<file path="src/sv/vls_pkg.sv">
// Package for the valve launch sequencer: shared widths, command codes,
// register indexes, reset values and the structs passed between modules.
// No dependencies.
`timescale 1ns / 1ps
`default_nettype none

package vls_pkg;

    // Timer and configuration widths
    localparam int TIMER_BITS     = 20;
    localparam int SEQ_BITS       = TIMER_BITS + 1;
    localparam int CFG_INDEX_BITS = 2;
    localparam int CMD_BITS       = 4;
    localparam int IN_DATA_BITS   = 8;
    localparam int IN_USER_BITS   = 4;
    localparam int OUT_DATA_BITS  = 16;

    // Command codes
    localparam logic [CMD_BITS-1:0] OP_TICK        = 4'd0;
    localparam logic [CMD_BITS-1:0] OP_PILOT_OPEN  = 4'd1;
    localparam logic [CMD_BITS-1:0] OP_PILOT_CLOSE = 4'd2;
    localparam logic [CMD_BITS-1:0] OP_DUMP_CLOSE  = 4'd3;
    localparam logic [CMD_BITS-1:0] OP_DUMP_OPEN   = 4'd4;
    localparam logic [CMD_BITS-1:0] OP_VENT_CLOSE  = 4'd5;
    localparam logic [CMD_BITS-1:0] OP_VENT_OPEN   = 4'd6;
    localparam logic [CMD_BITS-1:0] OP_SEQ_START   = 4'd7;
    localparam logic [CMD_BITS-1:0] OP_ABORT       = 4'd8;

    // Configuration register indexes
    localparam logic [CFG_INDEX_BITS-1:0] REG_PILOT_DELAY   = 2'd0;
    localparam logic [CFG_INDEX_BITS-1:0] REG_PILOT_HOLD    = 2'd1;
    localparam logic [CFG_INDEX_BITS-1:0] REG_STATUS_PERIOD = 2'd2;
    localparam logic [CFG_INDEX_BITS-1:0] REG_LED_PERIOD    = 2'd3;

    // Configuration reset values
    localparam logic [TIMER_BITS-1:0] PILOT_DELAY_RST   = TIMER_BITS'(1000);
    localparam logic [TIMER_BITS-1:0] PILOT_HOLD_RST    = TIMER_BITS'(150);
    localparam logic [TIMER_BITS-1:0] STATUS_PERIOD_RST = TIMER_BITS'(100);
    localparam logic [TIMER_BITS-1:0] LED_PERIOD_RST    = TIMER_BITS'(50);

    localparam logic [TIMER_BITS-1:0] TIMER_MAX = {TIMER_BITS{1'b1}};
    localparam logic [SEQ_BITS-1:0]   SEQ_MAX   = {SEQ_BITS{1'b1}};

    // Bit positions of the result fields in the output tdata
    localparam int OUT_PILOT_BIT   = 0;
    localparam int OUT_VENT_BIT    = 1;
    localparam int OUT_DUMP_BIT    = 2;
    localparam int OUT_RUNNING_BIT = 3;
    localparam int OUT_DONE_BIT    = 4;
    localparam int OUT_ABORT_BIT   = 5;
    localparam int OUT_STATUS_BIT  = 6;
    localparam int OUT_LED_BIT     = 7;
    localparam int OUT_IGNITE_BIT  = 8;

    // One input item
    typedef struct packed {
        logic [CMD_BITS-1:0] cmd;
        logic                pilot_drive_ok;
    } item_t;

    // Timing registers as seen by the core
    typedef struct packed {
        logic [TIMER_BITS-1:0] pilot_delay_ticks;
        logic [TIMER_BITS-1:0] pilot_hold_ticks;
        logic [TIMER_BITS-1:0] status_period_ticks;
        logic [TIMER_BITS-1:0] led_period_ticks;
    } cfg_t;

    // One result item, last field in the lowest bit
    typedef struct packed {
        logic igniter_fire;
        logic led_toggle;
        logic status_report;
        logic abort_latched;
        logic sequence_done;
        logic sequence_running;
        logic dump_open;
        logic vent_valve_open;
        logic pilot_open;
    } result_t;

endpackage

`default_nettype wire

</file>
<file path="src/sv/vls_cfg_regs.sv">
// Configuration register file of the valve launch sequencer.
// Depends on vls_pkg for widths, register indexes and reset values.
`timescale 1ns / 1ps
`default_nettype none

module vls_cfg_regs
(
    input  wire logic                               clk,
    input  wire logic                               rst_n,
    input  wire logic                               cfg_valid,
    input  wire logic [vls_pkg::CFG_INDEX_BITS-1:0] cfg_index,
    input  wire logic [vls_pkg::TIMER_BITS-1:0]     cfg_data,
    output vls_pkg::cfg_t                           cfg
);

    vls_pkg::cfg_t cfg_reg;
    vls_pkg::cfg_t cfg_next;

    // Decode the write index
    always_comb
    begin
        cfg_next = cfg_reg;
        if (cfg_valid)
        begin
            unique case (cfg_index)
                vls_pkg::REG_PILOT_DELAY:   cfg_next.pilot_delay_ticks   = cfg_data;
                vls_pkg::REG_PILOT_HOLD:    cfg_next.pilot_hold_ticks    = cfg_data;
                vls_pkg::REG_STATUS_PERIOD: cfg_next.status_period_ticks = cfg_data;
                vls_pkg::REG_LED_PERIOD:    cfg_next.led_period_ticks    = cfg_data;
                default:                    cfg_next = cfg_reg;
            endcase
        end
    end

    // Hold the timing registers
    always_ff @(posedge clk or negedge rst_n)
    begin
        if (!rst_n)
        begin
            cfg_reg.pilot_delay_ticks   <= vls_pkg::PILOT_DELAY_RST;
            cfg_reg.pilot_hold_ticks    <= vls_pkg::PILOT_HOLD_RST;
            cfg_reg.status_period_ticks <= vls_pkg::STATUS_PERIOD_RST;
            cfg_reg.led_period_ticks    <= vls_pkg::LED_PERIOD_RST;
        end
        else
        begin
            cfg_reg <= cfg_next;
        end
    end

    assign cfg = cfg_reg;

endmodule

`default_nettype wire

</file>
<file path="src/sv/vls_in_stage.sv">
// Input register of the valve launch sequencer: captures one item per transfer.
// Depends on vls_pkg for the item struct.
`timescale 1ns / 1ps
`default_nettype none

module vls_in_stage
(
    input  wire logic    clk,
    input  wire logic    rst_n,
    input  wire logic    s_valid,
    output logic         s_ready,
    input  wire vls_pkg::item_t s_item,
    input  wire logic    take,
    output logic         item_valid,
    output vls_pkg::item_t item
);

    logic           valid_reg;
    logic           valid_next;
    vls_pkg::item_t item_reg;
    logic           s_fire;

    // Free the stage when it is empty or the core takes its item this cycle
    assign s_ready = !valid_reg || take;
    assign s_fire  = s_valid && s_ready;

    always_comb
    begin
        valid_next = valid_reg;
        if (s_fire)
            valid_next = 1'b1;
        else if (take)
            valid_next = 1'b0;
    end

    always_ff @(posedge clk or negedge rst_n)
    begin
        if (!rst_n)
            valid_reg <= 1'b0;
        else
            valid_reg <= valid_next;
    end

    // Capture payload on each transfer
    always_ff @(posedge clk)
    begin
        if (s_fire)
            item_reg <= s_item;
    end

    assign item_valid = valid_reg;
    assign item       = item_reg;

endmodule

`default_nettype wire

</file>
<file path="src/sv/vls_core.sv">
// Sequencer core: valve, sequence and abort state, tick timers, and the
// result register. Depends on vls_pkg for codes, widths and structs.
`timescale 1ns / 1ps
`default_nettype none

module vls_core
(
    input  wire logic      clk,
    input  wire logic      rst_n,
    input  wire logic      item_valid,
    input  wire vls_pkg::item_t item,
    output logic           take,
    input  wire vls_pkg::cfg_t  cfg,
    output logic           out_valid,
    input  wire logic      out_ready,
    output vls_pkg::result_t result
);

    // State registers
    logic pilot_reg, vent_reg, dump_reg;
    logic seq_active_reg, seq_opened_reg, seq_done_reg;
    logic igniter_sent_reg, abort_reg, reported_reg;
    logic [vls_pkg::SEQ_BITS-1:0]   seq_elapsed_reg;
    logic [vls_pkg::TIMER_BITS-1:0] status_elapsed_reg, led_elapsed_reg;
    logic out_valid_reg;
    vls_pkg::result_t result_reg;

    logic pilot_next, vent_next, dump_next;
    logic seq_active_next, seq_opened_next, seq_done_next;
    logic igniter_sent_next, abort_next, reported_next;
    logic [vls_pkg::SEQ_BITS-1:0]   seq_elapsed_next;
    logic [vls_pkg::TIMER_BITS-1:0] status_elapsed_next, led_elapsed_next;
    logic out_valid_next;
    vls_pkg::result_t result_next;

    logic [vls_pkg::TIMER_BITS-1:0] status_inc, led_inc;
    logic [vls_pkg::SEQ_BITS-1:0]   seq_inc, close_at, delay_ext;
    logic rep, led, ign;

    // Advance when there is an item and the result register is free
    assign take = item_valid && (!out_valid_reg || out_ready);

    // Saturating increments and sequence thresholds
    assign status_inc = (status_elapsed_reg == vls_pkg::TIMER_MAX) ?
                        vls_pkg::TIMER_MAX : status_elapsed_reg + 1'b1;
    assign led_inc    = (led_elapsed_reg == vls_pkg::TIMER_MAX) ?
                        vls_pkg::TIMER_MAX : led_elapsed_reg + 1'b1;
    assign seq_inc    = (seq_elapsed_reg == vls_pkg::SEQ_MAX) ?
                        vls_pkg::SEQ_MAX : seq_elapsed_reg + 1'b1;
    assign delay_ext  = {1'b0, cfg.pilot_delay_ticks};
    assign close_at   = delay_ext + {1'b0, cfg.pilot_hold_ticks};

    // Next state and result for the item in the input register
    always_comb
    begin
        pilot_next          = pilot_reg;
        vent_next           = vent_reg;
        dump_next           = dump_reg;
        seq_active_next     = seq_active_reg;
        seq_opened_next     = seq_opened_reg;
        seq_done_next       = seq_done_reg;
        igniter_sent_next   = igniter_sent_reg;
        abort_next          = abort_reg;
        reported_next       = reported_reg;
        seq_elapsed_next    = seq_elapsed_reg;
        status_elapsed_next = status_elapsed_reg;
        led_elapsed_next    = led_elapsed_reg;
        rep = 1'b0;
        led = 1'b0;
        ign = 1'b0;

        if (abort_reg)
        begin
            // Latched abort: only ticks matter, they drive both strobes
            if (item.cmd == vls_pkg::OP_TICK)
            begin
                status_elapsed_next = status_inc;
                if (status_inc >= cfg.status_period_ticks)
                begin
                    rep = 1'b1;
                    status_elapsed_next = '0;
                end
                led_elapsed_next = led_inc;
                if (led_inc >= cfg.led_period_ticks)
                begin
                    led = 1'b1;
                    led_elapsed_next = '0;
                end
            end
        end
        else
        begin
            unique case (item.cmd)
                vls_pkg::OP_TICK:
                begin
                    status_elapsed_next = status_inc;
                    if (!reported_reg || status_inc >= cfg.status_period_ticks)
                    begin
                        rep = 1'b1;
                        reported_next = 1'b1;
                        status_elapsed_next = '0;
                    end
                    // Advance the launch sequence and check both thresholds
                    if (seq_active_reg)
                    begin
                        seq_elapsed_next = seq_inc;
                        if (!seq_opened_reg && seq_inc >= delay_ext)
                        begin
                            if (item.pilot_drive_ok)
                                pilot_next = 1'b1;
                            seq_opened_next = 1'b1;
                        end
                        if (seq_opened_next && seq_inc >= close_at)
                        begin
                            pilot_next      = 1'b0;
                            seq_active_next = 1'b0;
                            seq_opened_next = 1'b0;
                            seq_done_next   = 1'b1;
                        end
                    end
                end
                vls_pkg::OP_PILOT_OPEN:
                begin
                    if (item.pilot_drive_ok)
                        pilot_next = 1'b1;
                end
                vls_pkg::OP_PILOT_CLOSE: pilot_next = 1'b0;
                vls_pkg::OP_DUMP_CLOSE:  dump_next  = 1'b0;
                vls_pkg::OP_DUMP_OPEN:   dump_next  = 1'b1;
                vls_pkg::OP_VENT_CLOSE:  vent_next  = 1'b0;
                vls_pkg::OP_VENT_OPEN:   vent_next  = 1'b1;
                vls_pkg::OP_SEQ_START:
                begin
                    if (!seq_active_reg && !seq_done_reg)
                    begin
                        seq_active_next  = 1'b1;
                        seq_opened_next  = 1'b0;
                        seq_elapsed_next = '0;
                        if (!igniter_sent_reg)
                        begin
                            ign = 1'b1;
                            igniter_sent_next = 1'b1;
                        end
                    end
                end
                vls_pkg::OP_ABORT:
                begin
                    // Force vent-safe valves and latch
                    seq_active_next     = 1'b0;
                    seq_opened_next     = 1'b0;
                    vent_next           = 1'b1;
                    dump_next           = 1'b1;
                    pilot_next          = 1'b0;
                    abort_next          = 1'b1;
                    rep                 = 1'b1;
                    led                 = 1'b1;
                    status_elapsed_next = '0;
                    led_elapsed_next    = '0;
                end
                default:
                begin
                    pilot_next = pilot_reg;
                end
            endcase
        end

        result_next.pilot_open       = pilot_next;
        result_next.vent_valve_open  = vent_next;
        result_next.dump_open        = dump_next;
        result_next.sequence_running = seq_active_next;
        result_next.sequence_done    = seq_done_next;
        result_next.abort_latched    = abort_next;
        result_next.status_report    = rep;
        result_next.led_toggle       = led;
        result_next.igniter_fire     = ign;

        // Result register: load on take, drop after the output transfer
        out_valid_next = out_valid_reg;
        if (take)
            out_valid_next = 1'b1;
        else if (out_ready)
            out_valid_next = 1'b0;
    end

    // Control state
    always_ff @(posedge clk or negedge rst_n)
    begin
        if (!rst_n)
        begin
            pilot_reg          <= 1'b0;
            vent_reg           <= 1'b1;
            dump_reg           <= 1'b1;
            seq_active_reg     <= 1'b0;
            seq_opened_reg     <= 1'b0;
            seq_done_reg       <= 1'b0;
            igniter_sent_reg   <= 1'b0;
            abort_reg          <= 1'b0;
            reported_reg       <= 1'b0;
            seq_elapsed_reg    <= '0;
            status_elapsed_reg <= '0;
            led_elapsed_reg    <= '0;
            out_valid_reg      <= 1'b0;
        end
        else
        begin
            out_valid_reg <= out_valid_next;
            if (take)
            begin
                pilot_reg          <= pilot_next;
                vent_reg           <= vent_next;
                dump_reg           <= dump_next;
                seq_active_reg     <= seq_active_next;
                seq_opened_reg     <= seq_opened_next;
                seq_done_reg       <= seq_done_next;
                igniter_sent_reg   <= igniter_sent_next;
                abort_reg          <= abort_next;
                reported_reg       <= reported_next;
                seq_elapsed_reg    <= seq_elapsed_next;
                status_elapsed_reg <= status_elapsed_next;
                led_elapsed_reg    <= led_elapsed_next;
            end
        end
    end

    // Result payload
    always_ff @(posedge clk)
    begin
        if (take)
            result_reg <= result_next;
    end

    assign out_valid = out_valid_reg;
    assign result    = result_reg;

endmodule

`default_nettype wire

</file>
<file path="src/sv/valve_launch_sequencer_top.sv">
// Top level of the valve launch sequencer: stream ports, configuration port.
// Depends on vls_pkg, vls_cfg_regs, vls_in_stage and vls_core.
//
// Usage:
//   Input stream s_axis_*: one item per transfer; tuser carries the command
//   code, tdata bit 0 the pilot driver status. Every item, ticks included,
//   yields exactly one result on m_axis_* (tdata bits 0..8, see port list).
//   Configuration: cfg_valid/cfg_ready with cfg_index (0 pilot delay, 1 pilot
//   hold, 2 status period, 3 LED period) and cfg_data; cfg_ready is always
//   high. Write only while no item is in flight.
//   Path: an input passes the input register, then the result register.
//   Throughput: one item per cycle while m_axis_tready is high; the
//   whole per-item update is one pass of logic between the two registers.
//   Reset: rst_n clears all control state: pilot closed, vent and dump open, no
//   sequence, no abort, timing registers at their defaults.
//   Stall: while m_axis_tready is low the result holds; the input register
//   still accepts one more item, then s_axis_tready drops until the result
//   is taken.
`timescale 1ns / 1ps
`default_nettype none

module valve_launch_sequencer_top
(
    input  wire logic                               clk,
    input  wire logic                               rst_n,
    // Input stream
    input  wire logic                               s_axis_tvalid,
    output logic                                    s_axis_tready,
    input  wire logic [vls_pkg::IN_DATA_BITS-1:0]   s_axis_tdata,  // [0] pilot_drive_ok
    input  wire logic [vls_pkg::IN_USER_BITS-1:0]   s_axis_tuser,  // [3:0] cmd
    // Result stream
    output logic                                    m_axis_tvalid,
    input  wire logic                               m_axis_tready,
    // [0] pilot_open [1] vent_valve_open [2] dump_open [3] sequence_running
    // [4] sequence_done [5] abort_latched [6] status_report [7] led_toggle
    // [8] igniter_fire
    output logic [vls_pkg::OUT_DATA_BITS-1:0]       m_axis_tdata,
    // Configuration writes
    input  wire logic                               cfg_valid,
    output logic                                    cfg_ready,
    input  wire logic [vls_pkg::CFG_INDEX_BITS-1:0] cfg_index,
    input  wire logic [vls_pkg::TIMER_BITS-1:0]     cfg_data
);

    vls_pkg::cfg_t    cfg;
    vls_pkg::item_t   s_item;
    vls_pkg::item_t   item;
    vls_pkg::result_t result;
    logic             item_valid;
    logic             take;

    assign cfg_ready = 1'b1;

    vls_cfg_regs u_cfg
    (
        .clk       (clk),
        .rst_n     (rst_n),
        .cfg_valid (cfg_valid),
        .cfg_index (cfg_index),
        .cfg_data  (cfg_data),
        .cfg       (cfg)
    );

    // Unpack the input transfer
    assign s_item.cmd            = s_axis_tuser[vls_pkg::CMD_BITS-1:0];
    assign s_item.pilot_drive_ok = s_axis_tdata[0];

    vls_in_stage u_in
    (
        .clk        (clk),
        .rst_n      (rst_n),
        .s_valid    (s_axis_tvalid),
        .s_ready    (s_axis_tready),
        .s_item     (s_item),
        .take       (take),
        .item_valid (item_valid),
        .item       (item)
    );

    vls_core u_core
    (
        .clk        (clk),
        .rst_n      (rst_n),
        .item_valid (item_valid),
        .item       (item),
        .take       (take),
        .cfg        (cfg),
        .out_valid  (m_axis_tvalid),
        .out_ready  (m_axis_tready),
        .result     (result)
    );

    // Pack the result, zero fill to whole bytes
    assign m_axis_tdata = {{(vls_pkg::OUT_DATA_BITS - $bits(vls_pkg::result_t)){1'b0}},
                           result};

`ifndef SYNTHESIS
    // Input side only backs up behind a stalled result
    a_stall_source: assert property (@(posedge clk) disable iff (!rst_n)
        !s_axis_tready |-> m_axis_tvalid)
        else $error("input stalled without a pending result");

    // Igniter fires only from a running, non-aborted sequence
    a_ignite_ctx: assert property (@(posedge clk) disable iff (!rst_n)
        m_axis_tvalid && m_axis_tdata[vls_pkg::OUT_IGNITE_BIT] |->
        m_axis_tdata[vls_pkg::OUT_RUNNING_BIT] && !m_axis_tdata[vls_pkg::OUT_ABORT_BIT])
        else $error("igniter strobe outside a fresh sequence");

    // LED strobe only in the abort state
    a_led_abort: assert property (@(posedge clk) disable iff (!rst_n)
        m_axis_tvalid && m_axis_tdata[vls_pkg::OUT_LED_BIT] |->
        m_axis_tdata[vls_pkg::OUT_ABORT_BIT])
        else $error("LED strobe while not aborted");

    // Aborted results always show the vent-safe valve set
    a_abort_safe: assert property (@(posedge clk) disable iff (!rst_n)
        m_axis_tvalid && m_axis_tdata[vls_pkg::OUT_ABORT_BIT] |->
        !m_axis_tdata[vls_pkg::OUT_PILOT_BIT] && m_axis_tdata[vls_pkg::OUT_VENT_BIT] &&
        m_axis_tdata[vls_pkg::OUT_DUMP_BIT] && !m_axis_tdata[vls_pkg::OUT_RUNNING_BIT])
        else $error("abort state without vent-safe valves");
`endif

endmodule

`default_nettype wire

</file>
<file path="config.mk">
export PLATFORM = sky130hd
export DESIGN_NAME = valve_launch_sequencer_top
export DESIGN_NICKNAME = d
export VERILOG_FILES = /design/src/sv/vls_pkg.sv /design/src/sv/vls_cfg_regs.sv /design/src/sv/vls_in_stage.sv /design/src/sv/vls_core.sv /design/src/sv/valve_launch_sequencer_top.sv
export SDC_FILE = /design/constraint.sdc
export NUM_CORES = 1
export LEC_CHECK = 0
export BUFFER_PORTS_ARGS = -buffer_cell sky130_fd_sc_hd__buf_2
export CAP_MARGIN = 20
export CORE_MARGIN = 5
export CORE_UTILIZATION = 29
export CTS_BUF_LIST = sky130_fd_sc_hd__clkbuf_8
export CTS_CLUSTER_DIAMETER = 60
export CTS_CLUSTER_SIZE = 30
export DETAILED_ROUTE_END_ITERATION = 16
export PLACE_DENSITY = 0.43
export SYNTH_ARGS = -nofsm -noshare
export SYNTH_HDL_FRONTEND = slang
export SYNTH_SLANG_ARGS = --single-unit
</file>
<file path="constraint.sdc">
create_clock -name clk -period 5.4 [get_ports clk]
set_clock_uncertainty 0.15 [all_clocks]
set_input_delay 0.27 -clock clk [delete_from_list [all_inputs] [get_ports clk]]
set_output_delay 0.27 -clock clk [all_outputs]
set_load 0.02 [all_outputs]
</file>
; After elaboration in Yosys (flattened, before gate mapping)
; Index checks and enable logic that the tools add are counted.
[classes]
n_addsub = 4
order_cmp = 4
n_eq_ne = 17
mux = 57
bitwise = 3
reduce_logical = 36
[op_table]
columns = operator, n
row1 = 20-bit 2-to-1 mux, 10
row2 = 21-bit 2-to-1 mux, 3
row3 = 21-bit case mux with 2 select lines, 1
row4 = 20-bit by 1-bit adder with 20-bit output (second input constant), 2
row5 = 20-bit == test (second input constant), 2
row6 = 20-bit >= comparator, 2
row7 = 20-bit case mux with 2 select lines, 1
row8 = 1-bit 2-to-1 mux, 36
row9 = 20-bit by 20-bit adder with 21-bit output, 1
row10 = 21-bit by 1-bit adder with 21-bit output (second input constant), 1
row11 = 21-bit == test (second input constant), 1
row12 = 21-bit by 20-bit >= comparator with 1-bit output, 1
row13 = 21-bit >= comparator, 1
row14 = 4-bit by 3-bit == test with 1-bit output (second input constant), 4
row15 = 5-bit AND reduction, 2
row16 = 2-bit nonzero test, 5
row17 = 1-bit case mux with 3 select lines, 3
row18 = 4-bit by 2-bit == test with 1-bit output (second input constant), 2
row19 = 2-bit AND reduction, 4
row20 = 4-bit AND reduction, 2
row21 = 1-bit logical NOT, 6
row22 = 1-bit case mux with 2 select lines, 3
row23 = 3-bit AND reduction, 2
row24 = 2-bit OR reduction, 3
row25 = 13 further kinds, 23
[word_totals]
reg_bits = 166
inputBits = 39

; Depth between registers and ports, before layout
[logic_depth]
ltp_word = 13
mapped_depth = 20
ltp_nobuf = 20

; Hierarchy
; From an unflattened synthesis, not the netlist that was laid out.
[hier_totals]
cells_unflattened = 1127
hier_area_um2 = 10968.0
[by_module_without_submodules]
columns = mod, instances, cells_each, area_per_inst_um2, seq_area_each_um2
row1 = vls_core, 1, 936, 7696.1, 2049.5
row2 = vls_cfg_regs, 1, 172, 3000.4, 2021.9
row3 = vls_in_stage, 1, 9, 203.9, 175.2
row4 = valve_launch_sequencer_top, 1, 10, 67.6, 0.0

; Worst setup path before layout
; No wires, ideal clock.
[synth_timing]
path_kind = register -> register
start = register u_core.seq_elapsed_reg[0] (netlist bit)
end = register u_core.result_reg, in the netlist u_core.result[0] (data pin)
setup_ns = 0.263
arrival_ns = 4.021
t_required_ns = 4.987
path_slack_ns = 0.966
path_stages_with_launch = 20
path_buffers = 4
synth_period_minus_slack_ns = 4.434
path_cell_list = dfrtp_1 -> ha_1 -> and3_1 -> buf_6 -> and4_4 -> buf_6 -> and3_4 -> nand2_1 -> clkbuf_1 -> clkbuf_1 -> nand2_1 -> ha_1 -> and4_1 -> a221oi_1 -> o21ai_0 -> a2111o_1 -> a211o_1 -> a41o_1 -> a21oi_1 -> a21oi_1
[synth_between]
elab_chain_cells = 13
word_cells_on_any_way = 16
classes_between = 1 x add/sub / 2 x order compare / 1 x eq/ne / 10 x mux / 2 x reduce/logical
[synth_lines]
columns = item, line
row1 = start: declaration, vls_core.sv:23  ; logic [vls_pkg::SEQ_BITS-1:0] seq_elapsed_reg;
row2 = start signal: assignment, vls_core.sv:218  ; seq_elapsed_reg <= seq_elapsed_next;
row3 = 21-bit by 1-bit adder with 21-bit output or 21-bit == test (tied branches), "vls_core.sv:49, vls_core.sv:48"
row4 = 21-bit 2-to-1 mux (*), vls_core.sv:48  ; assign seq_inc = (seq_elapsed_reg == vls_pkg::SEQ_MAX) ?
row5 = 21-bit by 20-bit >= comparator with 1-bit output, vls_core.sv:107  ; if (!seq_opened_reg && seq_inc >= delay_ext)
row6 = 1-bit logical AND, vls_core.sv:107
row7 = 1-bit 2-to-1 mux, vls_core.sv:107
row8 = 1-bit 2-to-1 mux, vls_core.sv:104  ; if (seq_active_reg)
row9 = 1-bit 2-to-1 mux, vls_core.sv:93  ; unique case (item.cmd)
row10 = 1-bit 2-to-1 mux, vls_core.sv:72  ; if (abort_reg)
row11 = 1-bit logical AND, vls_core.sv:113  ; if (seq_opened_next && seq_inc >= close_at)
row12 = 1-bit 2-to-1 mux (*), vls_core.sv:113
row13 = 1-bit 2-to-1 mux (*), vls_core.sv:104
row14 = 1-bit case mux with 3 select lines (*), vls_core.sv:93
row15 = 1-bit 2-to-1 mux (*), vls_core.sv:72
row16 = via u_core.pilot_next, vls_core.sv:28  ; logic pilot_next, vent_next, dump_next;
row17 = end signal: assignment, vls_core.sv:229  ; result_reg <= result_next;
row18 = end: declaration, vls_core.sv:26  ; vls_pkg::result_t result_reg;
; The timed path passes the listed nets; every way through them passes the cells marked *. The select of a mux whose other input is x is not followed.
; A chain may end at the register's enable or synchronous reset.

; Worst setup path in the final report
[layout_timing]
start = register u_cfg.cfg_reg, in the netlist u_cfg.cfg[41]
end = register u_core.result_reg, in the netlist u_core.result[0] (data pin)
[layout_between]
elab_chain_cells = 7
[layout_lines]
columns = item, line
row1 = start: declaration, vls_cfg_regs.sv:16  ; vls_pkg::cfg_t cfg_reg;
row2 = start signal: assignment, vls_cfg_regs.sv:47  ; cfg_reg <= cfg_next;
row3 = 20-bit by 20-bit adder with 21-bit output, vls_core.sv:51  ; assign close_at = delay_ext + {1'b0, cfg.pilot_hold_ticks};
row4 = 21-bit >= comparator, vls_core.sv:113
row5 = 1-bit logical AND, vls_core.sv:113
row6 = 1-bit 2-to-1 mux, vls_core.sv:113
row7 = 1-bit 2-to-1 mux, vls_core.sv:104
row8 = 1-bit case mux with 3 select lines, vls_core.sv:93
row9 = 1-bit 2-to-1 mux, vls_core.sv:72
row10 = via u_core.pilot_next, vls_core.sv:28
; The timed path passes the listed nets, and every way through them passes these cells.

==> flow_results.org <==
** Global routing
- GRT Resource Usage Total :: 13.5%
- Largest net degree at the start of global routing :: 69
- Initial antenna violation count :: 1
- The via count of the first global-routing pass is roughly 8200.
- The first global-routing pass estimated between 40000 and 50000 um of wire.
- Summed over all layers, the global routing overflow is 0.

** Route
- In the routed design, unresolved DRC markers number 0.
- After detailed routing, the total wire length is between 20000 and 30000 um.
- First drt pass iteration count :: 5
- After detailed routing, the average wire length per cell comes to 16.2 um.
- The routed layout has 8047 vias.
- Count of antenna-violating nets left after detailed routing :: 0
- In this run, the number of DRC markers left after iteration 0 of detailed routing was 421.
- After detailed routing, the number of vias per cell comes to approximately 4.9.

** Clock network
- Setup repair bufs after CTS :: 0
- After clock tree synthesis, the clock-pin slew on the worst setup and hold paths is 0.11 ns.
- CTS Root Buffer Type :: clkbuf_8
- TritonCTS built the clock tree.
- No sink is reached through more buffers than the 2 on the longest clock path.
- H-Tree Level Count :: 4
- The later pin in the worst-skew pair is clocked with a latency of 0.48 ns.
- The number of clock buffers added by TritonCTS is 17.
- Sinks on the clock net :: approximately 170

** Synthesis
- Counting every instance in the synthesized netlist gives 1112.
- After synthesis, the share of flip-flops with an asynchronous set or reset is ~90%.
- After synthesis the netlist holds a flip-flop and latch count of 166.
- The biggest area contributor in the post-synthesis netlist is dfrtp_1.
- In the post-synthesis netlist, the biggest area contributors are dfrtp_1 32%, ha_1 12%, mux2_2 6.6%.
- Share of synthesized area occupied by flip-flops and latches :: 40.0%
- Area share of the largest cell type after synthesis :: 31.6%
- Most common cell in the netlist :: nand2_1
- The synthesized design contains 14 enable-type register cells.
- Distinct cells, synth :: 63
- Most used standard cells in the synthesized netlist :: 158 x nand2_1, 134 x dfrtp_1, 104 x ha_1
- During synthesis, Yosys emitted a total of 0 warnings.
- Summing every instance area after synthesis gives 10600 um^2.
- The average instance in the mapped netlist occupies 9.56 um^2.
- Among all flip-flop cells after synthesis, the most frequent one is dfrtp_1.

** Layout
- Final antenna diode count :: 0
- The post-route netlist has approximately 15% of its cells at a drive strength greater than 1.
- Filler instances :: about 3800
- Measured on the finished design, the core utilization comes to 33.0%.
- Relative to the synthesized area, the layout overhead comes to 12.9%.
- Storage cell area :: 4250 um^2
- Multi-input gate area in the final layout :: around 5900 um^2
- The register with the most flip-flops in the layout has 80 of them.
- Excluding fillers, the count of instances in the completed layout stands at 1653.
- For this run, the post-layout net count is 1316.

** Power
- Leakage power summed over all cells :: roughly 5.8 nW
- Max IR drop VDD :: 0.152 mV
- Power spread over the standard cell area amounts to 292 nW/um^2.

** Timing
- Accumulated negative setup slack :: 0 ns
- Final Worst Setup Slack :: 0.633 ns
- The count of final max-slew check failures came to 0.
- The worst path uses 88.3% of the clock period.
- Clock period minus worst slack :: 4.77 ns
- The count of endpoints failing hold in the final timing report is 0.
- Measured against its own limit, the worst slew margin works out to 29.7%.
- Based on the critical path, the design can be clocked at up to 0.210 GHz.
- Setup repair after global routing left no endpoint under its margin.
- At the pin with the least slew margin, the transition time is around 1.1 ns.
- The tightest hold path in the finished design has a slack of between 0.04 and 0.05 ns.
- Final-report setup violation count :: 0

** Die
- For this configuration, the core starts out at a cell density of 29.2%.
- Vertical die dimension :: 201 um
- Number of primary I/O pins :: between 50 and 60
- The floorplan has 70 rows.
- Die extent in x :: 201 um
- The die covers 40600 um^2.
- Core Region :: between 30000 and 40000 um^2

** Setup path
- At the worst endpoint, the arrival time is between 4 and 5 ns.
- The number of buffers and inverters on the critical path is 2.
- Worst Setup Path Type :: register to register
- Worst Path Required :: 5.57 ns
- Worst stage delay on the critical path :: roughly 0.56 ns
- Highest fanout seen on the critical path :: 4
- Category of the worst setup path launch point :: register
- The slowest stage of the critical path belongs to the cell dfstp_2.
- Grouping stages by cell kind, the critical path spends the most delay in compound AO/OA/AOI/OAI gates.
- Critical path endpoint category :: register
- Worst path cell trace :: inv_1 -> fa_1 -> nor2b_1 -> o31ai_1 -> buf_4 -> a211oi_1 -> o31ai_1 -> a21oi_1 -> a31oi_1 -> xnor2_1 -> ha_1 -> a21o_1 -> a21o_1 -> a21oi_1 -> o2111ai_1 -> a2bb2oi_1 -> o21a_1 -> a21o_1 -> a21oi_1

** Place
- Placer Congestion :: ~0.8
- After legalization and detailed placement, the total HPWL measured slightly below 20000 um.
- Setup slack after placement :: roughly 0.73 ns
- Number of port buffers :: 42
- Once placement completed, the tool counted placed cells totaling 1591.

** Status
- The run finished with clean final reports.

** Job
- Number of maximum-capacitance violations :: 0

** Min path
- Path type of the worst min-delay path :: input port to async pin
## routing by layer
metal	up-vias	track usage, %	wire [um]
met3	19	2.32	587
met4	0	2.76	312
li1	4067	-	-
met5	-	0	0
met2	80	22.6	12500
met1	3881	18.4	13300
## power breakdown
part | internal (mW) | switching, mW
sequential | 1.44 | 0.119
clock | 0.338 | 0.560
combinational | 0.481 | 0.571
## path summary, 6_finish.rpt
path                            cells after the start       startpoint  slack [ns]                            to
worst max-delay path                               19    u_cfg.cfg[41]        0.63              u_core.result[0]
worst min-delay path                                2            rst_n        0.05                 u_cfg.cfg[46]
worst max register to register                     19    u_cfg.cfg[41]        0.63              u_core.result[0]
worst min register to register                      2  u_core.dump_reg        0.32               u_core.dump_reg
max in group asynchronous                           3            rst_n        3.85  u_core.status_elapsed_reg[3]
min in group clk                                    5     cfg_index[0]        0.25                 u_cfg.cfg[66]
## layout by cell type, fill, tap and decap left out, drive strengths merged, types with 13 or more instances in the layout
cell         netlist  final
dfstp             18     18
edfxtp            14     14
a22o              26     26
xnor2             29     29
nor2              35     35
buf               14     54
nand3             35     35
ha               104    104
a21o              18     18
dfrtp            134    134
dlygate4sd3        0     29
xor2              34     34
and4              13     13
nand2b            14     14
mux2              62     62
inv               77     86
clkbuf            35     18
nand2            158    158
o21ai             64     64
a21oi             71     71
and3              16     16
nor3              13     13
## logic make-up after synthesis
group / after synthesis / share of synthesized area [%]
simple gates: 326 / 14.6
compound gates: 260 / 16.1
flops: 166 / 40.0
buf+inv: 126 / 4.92
fa+ha+maj: 105 / 12.4
mux: 64 / 6.76
xor+xnor: 63 / 5.19
other cells: 2 / 0.0707
## final cells by class
| class | count | area share [%] |
|---|---|---|
| clock buffers | 17 | 1.95 |
| clock inverters | 15 | 1.16 |
| inverters | 77 | 2.41 |
| multi-input cells | 826 | 49.1 |
| flip-flops and latches | 166 | 35.4 |
| well taps | 468 | 4.88 |
| repair buffers | 84 | 5.14 |
## stage by stage
| stage | area (um^2) | power (mW) |
|---|---|---|
| 5_1_grt | 12000 | 3.80 |
| 6_report | 12000 | 3.51 |
| 3_3_place_gp | 11300 | 2.61 |
| 3_5_place_dp | 11300 | 2.63 |
| 2_1_floorplan | 10600 | 2.34 |
| 4_1_cts | 12000 | 3.57 |
## repair_timing
action	CTS	global route
endpoints found under the setup margin	0	0
hold endpoints to repair	103	0
hold buffers	29	0
resized for setup	0	0
No activity file was read; power rests on OpenSTA's default activity.
